--- config.mk ---
export PLATFORM = sky130hd
export DESIGN_NAME = gnva_front
export DESIGN_NICKNAME = d
export VERILOG_FILES = /design/src/sv/gnva_pkg.sv /design/src/sv/gnva_front.sv
export SDC_FILE = /design/constraint.sdc
export NUM_CORES = 1
export LEC_CHECK = 0
export BUFFER_PORTS_ARGS = -buffer_cell sky130_fd_sc_hd__buf_2
export CORE_MARGIN = 4
export CORE_UTILIZATION = 31
export DETAILED_ROUTE_END_ITERATION = 10
export PLACE_DENSITY = 0.86
export SLEW_MARGIN = 20
export SYNTH_ARGS = -nofsm -noshare
export SYNTH_HDL_FRONTEND = slang
export SYNTH_SLANG_ARGS = --single-unit
--- constraint.sdc ---
create_clock -name clk -period 2.7 [get_ports clk]
set_input_delay 0.135 -clock clk [delete_from_list [all_inputs] [get_ports clk]]
set_output_delay 0.135 -clock clk [all_outputs]
set_load 0.03 [all_outputs]
--- src/sv/gnva_pkg.sv ---
// shared types, codes and constants for the grouped nodal value averager
package gnva_pkg;

  localparam int DEF_GROUPS  = 4;
  localparam int DEF_NODES   = 1024;
  localparam int QUEUE_DEPTH = 2;

  localparam int VAL_W = 32;
  localparam int SUM_W = 40;
  localparam int CNT_W = 8;
  localparam int ENTRY_W = SUM_W + CNT_W;

  localparam logic [CNT_W-1:0] COUNT_MAX = 8'd255;

  // request codes on req_type
  typedef enum logic [1:0] {
    REQ_ACCUM = 2'd0,
    REQ_READ  = 2'd1,
    REQ_CLEAR = 2'd2,
    REQ_NONE  = 2'd3
  } req_t;

  // result status codes
  localparam logic [1:0] STAT_OK       = 2'd0;
  localparam logic [1:0] STAT_FILTERED = 2'd1;
  localparam logic [1:0] STAT_RANGE    = 2'd2;
  localparam logic [1:0] STAT_SAT      = 2'd3;

  // work kinds handed from front to back
  typedef enum logic [1:0] {
    KIND_EMIT  = 2'd0,
    KIND_ACCUM = 2'd1,
    KIND_READ  = 2'd2,
    KIND_CLEAR = 2'd3
  } kind_t;

  typedef struct packed {
    kind_t              kind;
    logic [VAL_W-1:0]   value;
    logic [1:0]         status;
  } cmd_t;

endpackage

--- src/sv/gnva_front.sv ---
// front end: config register, request decode and range check
module gnva_front import gnva_pkg::*; #(
  parameter int GROUPS = DEF_GROUPS,
  parameter int NODES  = DEF_NODES,
  parameter int AW     = $clog2(GROUPS * NODES)
) (
  input  logic             clk,
  input  logic             rst,
  input  logic             cfg_we,
  input  logic             cfg_data,
  input  logic [1:0]       req_type,
  input  logic [7:0]       group_index,
  input  logic [15:0]      node_index,
  input  logic [VAL_W-1:0] entry_value,
  input  logic             entry_active,
  output cmd_t             cmd,
  output logic [AW-1:0]    cmd_addr
);

  logic only_active;
  logic in_range;

  always_ff @(posedge clk) begin
    if (rst) begin
      only_active <= 1'b0;
    end else if (cfg_we) begin
      only_active <= cfg_data;
    end
  end

  assign in_range = (32'(group_index) < 32'(GROUPS)) && (32'(node_index) < 32'(NODES));
  assign cmd_addr = AW'(32'(group_index) * 32'(NODES) + 32'(node_index));

  always_comb begin
    cmd.kind   = KIND_EMIT;
    cmd.value  = '0;
    cmd.status = STAT_OK;
    unique case (req_t'(req_type))
      REQ_CLEAR: begin
        cmd.kind = KIND_CLEAR;
      end
      REQ_NONE: begin
        cmd.kind = KIND_EMIT;
      end
      REQ_ACCUM, REQ_READ: begin
        priority if (only_active && !entry_active) begin
          cmd.value  = entry_value;
          cmd.status = STAT_FILTERED;
        end else if (!in_range) begin
          cmd.status = STAT_RANGE;
        end else begin
          cmd.kind  = (req_t'(req_type) == REQ_ACCUM) ? KIND_ACCUM : KIND_READ;
          cmd.value = entry_value;
        end
      end
      default: begin
        cmd.kind = KIND_EMIT;
      end
    endcase
  end

endmodule

# Word level (Yosys, flattened, before mapping)
# Cells that the tools add are included.
dict set report op_classes {
  n_mux 7
  n_lt_le_gt_ge 2
  n_reduce_logical 5
  eq_ne 3
  add_sub_neg 1
}
# cell n
set ops {}
lappend ops {{$mux 34} 3}
lappend ops {{$lt 16x11->1 const B} 1}
lappend ops {{$add 12x12->12} 1}
lappend ops {{$lt 8x3->1 const B} 1}
lappend ops {{$mux 2} 3}
lappend ops {{$pmux 2 s3} 1}
lappend ops {{$eq 2x2->1 const B} 2}
lappend ops {{$eq 2x1->1 const B} 1}
lappend ops {{$logic_and 1x1->1} 2}
lappend ops {{$logic_not 2->1} 1}
lappend ops {{$reduce_or 2->1} 1}
lappend ops {{$logic_not 1->1} 1}
dict set report totals {
  reg_bits 1
  input_bits 63
  out_inout_bits 48
}

# Depth between registers and ports, before layout
dict set report logic_depth {
  depth_word 5
  mapped_depth 4
  ltp_nobuf 3
}

# Worst setup path before layout
# OpenSTA, ideal clock, no wires.
dict set report synth_timing {
  kind {reg2out}
  startpoint {reg only_active}
  endpoint {out cmd[2] in the netlist's numbering}
  stages_incl_launch_ff 4
  path_slack_ps 1150
  path_buffers 0
  required_ps 2565
  arrival_ps 1415
  path_cell_list {dfxtp_1 -> nor2b_1 -> a31oi_2 -> nor3b_1}
}
# element line_no
set synth_lines {}
lappend synth_lines {{start: declaration} gnva_front.sv:20} ;# logic only_active;
lappend synth_lines {{start signal: assignment} gnva_front.sv:27} ;# only_active <= cfg_data;
lappend synth_lines {{end: declaration} gnva_front.sv:16} ;# output cmd_t cmd,

==> results.py <==
metrics = {
    "synth": {
        "synthFlopType": "dfxtp_1",
        "ys_warn_count": 0,
        "synthTopCellsByCount": "nor3b_2, buf_4, nor2_1, buf_6, nor4_4",
        "synthTopCellsByArea": "nor3b_2, buf_4, nor4_4",
        "synthArstFlopShare": 0,
        "yosys.area.top_type": "nor3b_2",
        "synth.most_common_cell": "nor3b_2",
        "syn_area_per_cell_um2": 10.37,
        "synthCells": 69,
        "seq_area_frac_synth": 0.02797,
        "netlist.area_leader.share": 0.5245,
        "postSynthNetCount": 133,
        "synth_edf_count": 0,
        "synth.distinct_cells": 19,
        "ys_ff_latch": 1,
        "syn_area_um2": 715.7,
    },
    "worst_setup_path": {
        "reg2reg_from": "only_active",
        "crit_start": "only_active",
        "cp.required_ns": 2.57,
        "r2r_setup_slack_ns": 2.11,
        "path_max_fanout": 18,
        "end_kind": "output pin",
        "crit_arrival_ns": 1.66,
        "criticalPathCategory": "flip-flop to output pin",
        "critPathLaunchType": "flip-flop",
    },
    "final_layout": {
        "fillers": 223,
        "diodes": 0,
        "syn2layout_area_growth_pct": 52.45,
        "drive_gt1_frac": 0.8741,
        "largestRegisters": "only_active x1",
        "multi_input_area_um2": 578.1,
        "regMostFlops": "only_active",
        "nets": 209,
        "largest_register_ffs": 1,
        "register_area_um2": 20.02,
    },
    "die": {
        "die_h_um": 56.05,
        "die_w_um": 56.05,
        "dieArea_um2": 3142,
        "core-area_um2": 2212,
        "ios": 111,
        "start_util": 0.3235,
        "num_rows": 17,
    },
    "clock_tree": {
        "worstSkewPairLatency_ns": 0,
        "ctsResizeCount": 0,
        "path_clk_slew_ns": 0,
        "ctsHoldBuffers": 0,
        "cts_setup_buffers": 0,
    },
    "power_and_ir_drop": {
        "power.internal_uw": 73.24,
        "power_density_nw_per_um2": 134.1,
        "p_switching_uw": 73.04,
        "swShare": 0.4993,
        "p_seq_frac": 0.113,
        "pwr-share-comb": 0.887,
        "ir_worst_vdd_mv": 0.1436,
        "power_frac_clock": 0,
        "p_leak_nw": 0.5409,
        "finalPower_uw": 146.3,
    },
    "global_routing": {
        "grt_pass1_vias": 755,
        "globalRouteOverflowTotal": 0,
        "track_usage": 0.1144,
        "grt_max_degree": 38,
        "antenna_found_initial": 0,
        "grt_pass1_wl_um": 3174,
    },
    "route": {
        "first_pass_iters": 2,
        "vias_per_cell": 4.585,
        "drt_iter0_drc": 19,
        "routed_wl_um": 2062,
        "drcViolationCount": 0,
        "drt.antenna.violating_nets": 0,
        "num_vias": 784,
        "routedWlPerCell_um": 12.06,
    },
    "sta": {
        "worst_pin_slew_ns": 0.8858,
        "slew_violations": 0,
        "relSlewSlack": 0.4094,
        "period_minus_slack_ns": 1.800,
        "timing.hold.ws_ns": 0.2700,
        "hold_violations": 0,
        "fmax_mhz": 555.6,
        "final.period_utilization": 0.6666,
        "final-setup-viol-count": 0,
        "rsz0062_at_grt": "no",
        "finClkSkew_ns": 0,
        "tns_ns": 0,
    },
    "run_status": {
        "status": "finished clean",
    },
    "run": {
        "cap_violations": 0,
    },
    "placement": {
        "place.gp.congestion": 0.6827,
        "io_buffers": 90,
        "hpwl_um": 1816,
    },
    "worst_hold_path": {
        "hold_class": "primary input to output pin",
        "worstHoldStart": "node_index[4]",
    },
}
-- metrics by stage --
stage	utilization	instance area [um2]	worst slack, ns	instances
4_1_cts	0.4932	1091	0.8682	171
6_report	0.4932	1091	0.9002	171
3_3_place_gp	0.4932	1091	0.8963	171
3_5_place_dp	0.4932	1091	0.8640	171
5_1_grt	0.4932	1091	0.7614	171
2_1_floorplan	-	715.7	1.150	69
-- routing by layer --
layer | global-route usage | vias up | part of all wire
met5 | 0 | - | 0
met4 | 0.006780 | 0 | 0.0029
met1 | 0.1265 | 331 | 0.36
met2 | 0.2170 | 62 | 0.48
li1 | - | 387 | -
met3 | 0.03944 | 4 | 0.16
-- cell usage in the layout (no fill, tap or decap) --
| cell type | count |
|---|---|
| nor4_4 | 3 |
| mux2i_1 | 1 |
| buf_2 | 90 |
| dfxtp_1 | 1 |
| buf_4 | 1 |
| a31oi_4 | 1 |
| xnor2_1 | 2 |
| nand2b_1 | 1 |
| and3_1 | 1 |
| nor3_1 | 1 |
| nor2b_1 | 2 |
| nor3b_2 | 30 |
| nor3b_1 | 2 |
| a31o_1 | 1 |
| ha_1 | 1 |
| a41oi_1 | 1 |
| nor2_1 | 4 |
-- layout make-up --
type | count | share of cell area
multi-input cells | 51 | 0.5298
well taps | 28 | 0.03211
flip-flops and latches | 1 | 0.01835
repair buffers | 91 | 0.4197
-- final timing paths --
kind / cells after the start / endpoint
worst max-delay path: 5 / cmd[30]
worst max register to register: 2 / only_active
worst min register to register: 2 / only_active
worst min-delay path: 0 / cmd_addr[4]
-- worst max-delay path, stage by stage, from the launching register on --
cell and delay [ns]:
dfxtp_1 0.29, nor2b_1 0.18, a31oi_4 0.50, buf_4 0.40, nor3b_2 0.08, buf_2 0.22
-- kinds of logic after synthesis --
family | synth area share
simple gates | 0.6975
buf+inv | 0.1766
compound gates | 0.04196
xor+xnor | 0.02448
mux | 0.01399
fa+ha+maj | 0.01748
flops | 0.02797
-- power groups by stage --
stage	clock network (mW)	logic (mW)	registers, mW
after floorplan	0	0.106	0.0164
after global placement	0	0.130	0.0164
after detailed placement	0	0.132	0.0166
after CTS	0	0.132	0.0165
after global routing	0	0.140	0.0166
final	0	0.130	0.0165
Power figures use the tool's default switching activity.
