File: config.mk
export PLATFORM = sky130hd
export DESIGN_NAME = gnva_queue
export DESIGN_NICKNAME = d
export VERILOG_FILES = /design/src/sv/gnva_pkg.sv /design/src/sv/gnva_queue.sv
export SDC_FILE = /design/constraint.sdc
export NUM_CORES = 1
export LEC_CHECK = 0
export ABC_CLOCK_PERIOD_IN_PS = 1700
export BUFFER_PORTS_ARGS = -buffer_cell sky130_fd_sc_hd__buf_2
export CORE_UTILIZATION = 48
export CTS_BUF_LIST = sky130_fd_sc_hd__clkbuf_16
export CTS_CLUSTER_SIZE = 8
export DETAILED_ROUTE_END_ITERATION = 12
export GPL_TIMING_DRIVEN = 1
export PLACE_DENSITY = 0.74
export SETUP_SLACK_MARGIN = 0.5
export SLEW_MARGIN = 20
export SYNTH_ARGS = -nofsm -noshare
export SYNTH_HDL_FRONTEND = slang
export SYNTH_SLANG_ARGS = --single-unit
File: constraint.sdc
create_clock -name clk -period 1.7 [get_ports clk]
set_clock_uncertainty 0.2 [all_clocks]
set_input_delay 0.17 -clock clk [delete_from_list [all_inputs] [get_ports clk]]
set_output_delay 0.17 -clock clk [all_outputs]
set_load 0.02 [all_outputs]
File: src/sv/gnva_pkg.sv
// shared types, codes and constants for the grouped nodal value averager
package gnva_pkg;

  localparam int DEF_GROUPS  = 4;
  localparam int DEF_NODES   = 1024;
  localparam int QUEUE_DEPTH = 2;

  localparam int VAL_W = 32;
  localparam int SUM_W = 40;
  localparam int CNT_W = 8;
  localparam int ENTRY_W = SUM_W + CNT_W;

  localparam logic [CNT_W-1:0] COUNT_MAX = 8'd255;

  // request codes on req_type
  typedef enum logic [1:0] {
    REQ_ACCUM = 2'd0,
    REQ_READ  = 2'd1,
    REQ_CLEAR = 2'd2,
    REQ_NONE  = 2'd3
  } req_t;

  // result status codes
  localparam logic [1:0] STAT_OK       = 2'd0;
  localparam logic [1:0] STAT_FILTERED = 2'd1;
  localparam logic [1:0] STAT_RANGE    = 2'd2;
  localparam logic [1:0] STAT_SAT      = 2'd3;

  // work kinds handed from front to back
  typedef enum logic [1:0] {
    KIND_EMIT  = 2'd0,
    KIND_ACCUM = 2'd1,
    KIND_READ  = 2'd2,
    KIND_CLEAR = 2'd3
  } kind_t;

  typedef struct packed {
    kind_t              kind;
    logic [VAL_W-1:0]   value;
    logic [1:0]         status;
  } cmd_t;

endpackage

File: src/sv/gnva_queue.sv
// short command fifo between front and back
module gnva_queue import gnva_pkg::*; #(
  parameter int WIDTH = 8
) (
  input  logic             clk,
  input  logic             rst,
  input  logic             push,
  input  logic [WIDTH-1:0] push_data,
  input  logic             pop,
  output logic [WIDTH-1:0] head,
  output logic             not_empty,
  output logic             full
);

  localparam int PW = (QUEUE_DEPTH > 1) ? $clog2(QUEUE_DEPTH) : 1;
  localparam int CW = $clog2(QUEUE_DEPTH + 1);

  logic [WIDTH-1:0] slots [QUEUE_DEPTH];
  logic [PW-1:0]    wr_ptr;
  logic [PW-1:0]    rd_ptr;
  logic [CW-1:0]    fill;

  assign head      = slots[rd_ptr];
  assign not_empty = (fill != '0);
  assign full      = (fill == CW'(QUEUE_DEPTH));

  always_ff @(posedge clk) begin
    if (push) begin
      slots[wr_ptr] <= push_data;
    end
  end

  always_ff @(posedge clk) begin
    if (rst) begin
      wr_ptr <= '0;
      rd_ptr <= '0;
      fill   <= '0;
    end else begin
      if (push) begin
        wr_ptr <= (wr_ptr == PW'(QUEUE_DEPTH - 1)) ? '0 : wr_ptr + 1'b1;
      end
      if (pop) begin
        rd_ptr <= (rd_ptr == PW'(QUEUE_DEPTH - 1)) ? '0 : rd_ptr + 1'b1;
      end
      if (push && !pop) begin
        fill <= fill + 1'b1;
      end else if (pop && !push) begin
        fill <= fill - 1'b1;
      end
    end
  end

endmodule

* After elaboration in Yosys (flattened, before gate mapping)
Memory sizes are Yosys's and may differ from the RTL's. A register that Yosys moved wholly into a read port is not among the register bits.
Index checks and enable logic that the tools add are counted.
** Storage, ports and cells
- Flip-flop bits (word level) :: 4
- RAM bits :: 16
- Bits of input ports :: 12
- Output and inout port bits :: 10
- Logic and storage cells :: 23
- Memories :: 1
** Memories
- slots :: depth 2, bits a word 8, rd ports 1, clocked after Yosys merged registers in 1, wr ports 1, RTL line gnva_queue.sv:18 : logic [WIDTH-1:0] slots [QUEUE_DEPTH];
** Operators by class
- Add/subtract/negate cells :: 4
- Eq/ne operators :: 1
- Multiplexer cells :: 8
- Reductions and logical operators :: 6
** Operators by type and width (number)
- $mux W1 :: 6
- $mux W2 :: 2
- $reduce_bool A2 Y1 :: 2
- $add A1 B1 Y1 const B :: 2
- $add A2 B1 Y2 const B :: 1
- $eq A2 B2 Y1 const B :: 1
- $logic_and A1 B1 Y1 :: 2
- $logic_not A1 Y1 :: 2
- $sub A2 B1 Y2 const B :: 1

* Longest topological paths before layout
- Word-level depth :: 4
- Gate-level depth with buffers :: 5
- Depth with buffers taken out :: 5

* Least setup slack after synthesis
Ideal clock, no wire load.
- Kind :: register to register
- From :: register wr_ptr
- To :: memory slots[0][0], enable pin
- Setup time :: 373 ps
- Arrival :: 715 ps
- Path slack :: 412 ps
- Stages on the path, launching flop included :: 2
- Path buffers :: 0
- Period minus slack after synthesis :: 1288 ps
- Cell sequence :: dfxtp_1 nor2b_1
** RTL lines
- start: declaration :: RTL line gnva_queue.sv:19 : logic [PW-1:0] wr_ptr;
- start signal: assignment :: RTL line gnva_queue.sv:40 : wr_ptr <= (wr_ptr == PW'(QUEUE_DEPTH - 1)) ? '0 : wr_ptr + 1'b1;
- end: declaration :: RTL line gnva_queue.sv:18
No word-level cell before the write port.

==> flow_summary.json <==
{
  "clock_latency_ps": 250,
  "clockBufferDepth": 2,
  "die_area_um2": 1800,
  "dpl.hpwl_um": 802,
  "critPathKind": "reg -> out",
  "ys_seq_area_frac": 0.739,
  "rsz0062_at_grt": "yes",
  "utilization": 0.799,
  "core_area_um2": 1520,
  "ys_seq_elements": 21,
  "synthCells": 47,
  "post-route-period-util": 0.893,
  "syn_to_final_growth_pct": 54.9,
  "crit_fanout": 8,
  "seqCellArea_um2": 587,
  "worstSetupEndpointType": "output pin",
  "wl_um": 1450,
  "grt_overflow": 0,
  "placed_area_um2": 921,
  "synth_top_cell_area_share": 0.611,
  "slowest_stage": "dfxtp_4",
  "crit_arrival_ps": 1150,
  "diodes": 0,
  "cts_made_buffers": 3,
  "io_buffers": 21,
  "yosysMostFrequentCell": "edfxtp_1",
  "syn_area_um2": 786,
  "cts.sinks": 21,
  "synth_warnings": 0,
  "drtPass1Iterations": 2,
  "postRouteAntennaNets": 0,
  "power_leakage_uw": 0.000509,
  "final.min_clock_period_ps": 1520,
  "layout.nets": 96,
  "status": "finished, final reports clean",
  "setup_viol": 0,
  "io_pins": 22,
  "synth_edf_count": 16,
  "antenna_found_initial": 0,
  "total_power_uw": 1350,
  "start_util": 0.516,
  "top_layer_used": "met4",
  "vias_per_cell": 4.89,
  "maxCapViolCount": 0,
  "finalHoldViolCount": 0,
  "synthTopCellsByCount": "edfxtp_1 (16), mux2_2 (8), dfxtp_1 (5)",
  "cts_max_level": 1,
  "critPathMaxStageDelay_ps": 430,
  "wl_met3_um": 35,
  "start_kind": "flip-flop",
  "routedWlPerCell_um": 14.8,
  "drt_iter0_drc": 6,
  "cp_cell_sequence": "mux2_4, buf_6",
  "m1WireLength_um": 593,
  "layout-drive-gt1-share": 0.524,
  "syn_avg_cell_area_um2": 16.7,
  "grt_start_max_net_pins": 12,
  "final_area_um2": 1220,
  "ys.flop_type": "edfxtp_1",
  "max_freq_mhz": 659,
  "vias": 479,
  "yosysUniqueCellTypes": 16,
  "die_h_um": 42.5,
  "synth_nets": 60,
  "tightest_slew_ps": 265,
  "report.final.slew_viol_count": 0,
  "grt_pass1_wl_um": 2330,
  "min_path_type": "in -> reg",
  "grt_pass1_vias": 543,
  "fp.dieW_um": 42.5,
  "num_rows": 14,
  "synth_area_leader_cell": "edfxtp_1",
  "place_congestion": 0.668,
  "cts-root-buf": "clkbuf_16",
  "path_clk_slew_ps": 50,
  "multi_input_area_um2": 255,
  "gr-usage-all-layers": 0.182,
  "vdd_drop_max_mv": 0.757,
  "worstPathRequired_ps": 1330,
  "synth_area_leaders": "edfxtp_1 (61%), dfxtp_1 (13%), mux2_2 (11%)",
  "synth-async-reset-ratio": 0,
  "dr_wl_met2_um": 810,
  "relSlewSlack": 0.823,
  "cts_tree": "done",
  "fin_setup_tns_ps": 0,
  "fill_cells": 89,
  "drc": 0,
  "powerDensity_nw_per_um2": 1110
}
power by group:
part           internal [uW]  switching (uW)  total, uW  leakage, uW
Sequential               596            24.9        621     0.000193
Combinational            152             111        263     0.000274
Clock                    312             158        470    0.0000423
Total                   1060             293       1350     0.000509
worst paths after layout:
check	slack, ps	start	endpoint	depth (start not counted)
min reg2reg	320	rd_ptr	rd_ptr	2
max reg2reg	380	fill[0]	fill[1]	4
max	180	flip-flop	head[3]	2
min	10	pop	rd_ptr	3
worst max-delay path: cells and delay by family (launching register included):
kind,cells,cell delay [ps]
DFF,1,430
muxes,1,330
buffers and inverters,1,140
cells by family after synthesis:
group           after synthesis  synth area share
buf+inv                       2            0.0111
xor+xnor                      4            0.0446
compound gates                2            0.0127
simple gates                  9            0.0621
mux                           8             0.115
flops                        21             0.739
fa+ha+maj                     1            0.0159
flip-flops by register name (all words and copies together) (netlist names), named ones only:
name,count
rd_ptr,1
wr_ptr,1
fill,2
slots,16
layer usage:
metal | vias to the layer above | global-route usage
li1 | 238 | -
met1 | 229 | 0.202
met2 | 10 | 0.332
met3 | 2 | 0.0388
met4 | 0 | 0.0750
met5 | - | 0
layout make-up:
cell class / count / share of cell area
Inverter: 1 / 0.00308
Tap cell: 16 / 0.0164
Multi-Input combinational cell: 24 / 0.210
Timing Repair Buffer: 32 / 0.224
Clock inverter: 1 / 0.00308
Sequential cell: 21 / 0.482
Clock buffer: 3 / 0.0617
repair_timing:
| item | CTS | global route |
|---|---|---|
| hold buffers | 9 | 0 |
| pin swaps | 1 | 1 |
| hold endpoints to repair | 21 | 0 |
| buffers inserted | 2 | 0 |
| endpoints found under the setup margin | 27 | 19 |
| gates resized for setup | 35 | 2 |
metrics by stage:
stage	hold WS (ps)	setup WS [ps]	std cells
final	9.57	182	98
after detailed placement	161	272	83
after floorplan	39.1	477	47
after CTS	11.2	184	98
after global placement	158	278	83
after global routing	24.6	166	98
cell usage in the layout (no fill, tap or decap), drive strengths merged:
cell type | netlist | final
a21oi | 1 | 1
and2 | 1 | 1
and2b | 1 | 1
buf | 1 | 23
clkbuf | 0 | 3
dfxtp | 5 | 5
dlygate4sd3 | 0 | 9
edfxtp | 16 | 16
ha | 1 | 1
inv | 1 | 2
mux2 | 8 | 8
nor2 | 4 | 4
nor2b | 1 | 1
o21ai | 1 | 1
or2 | 1 | 1
or3 | 1 | 1
xnor2 | 2 | 2
xor2 | 2 | 2
Note: power is estimated with default switching activity, not from simulation.
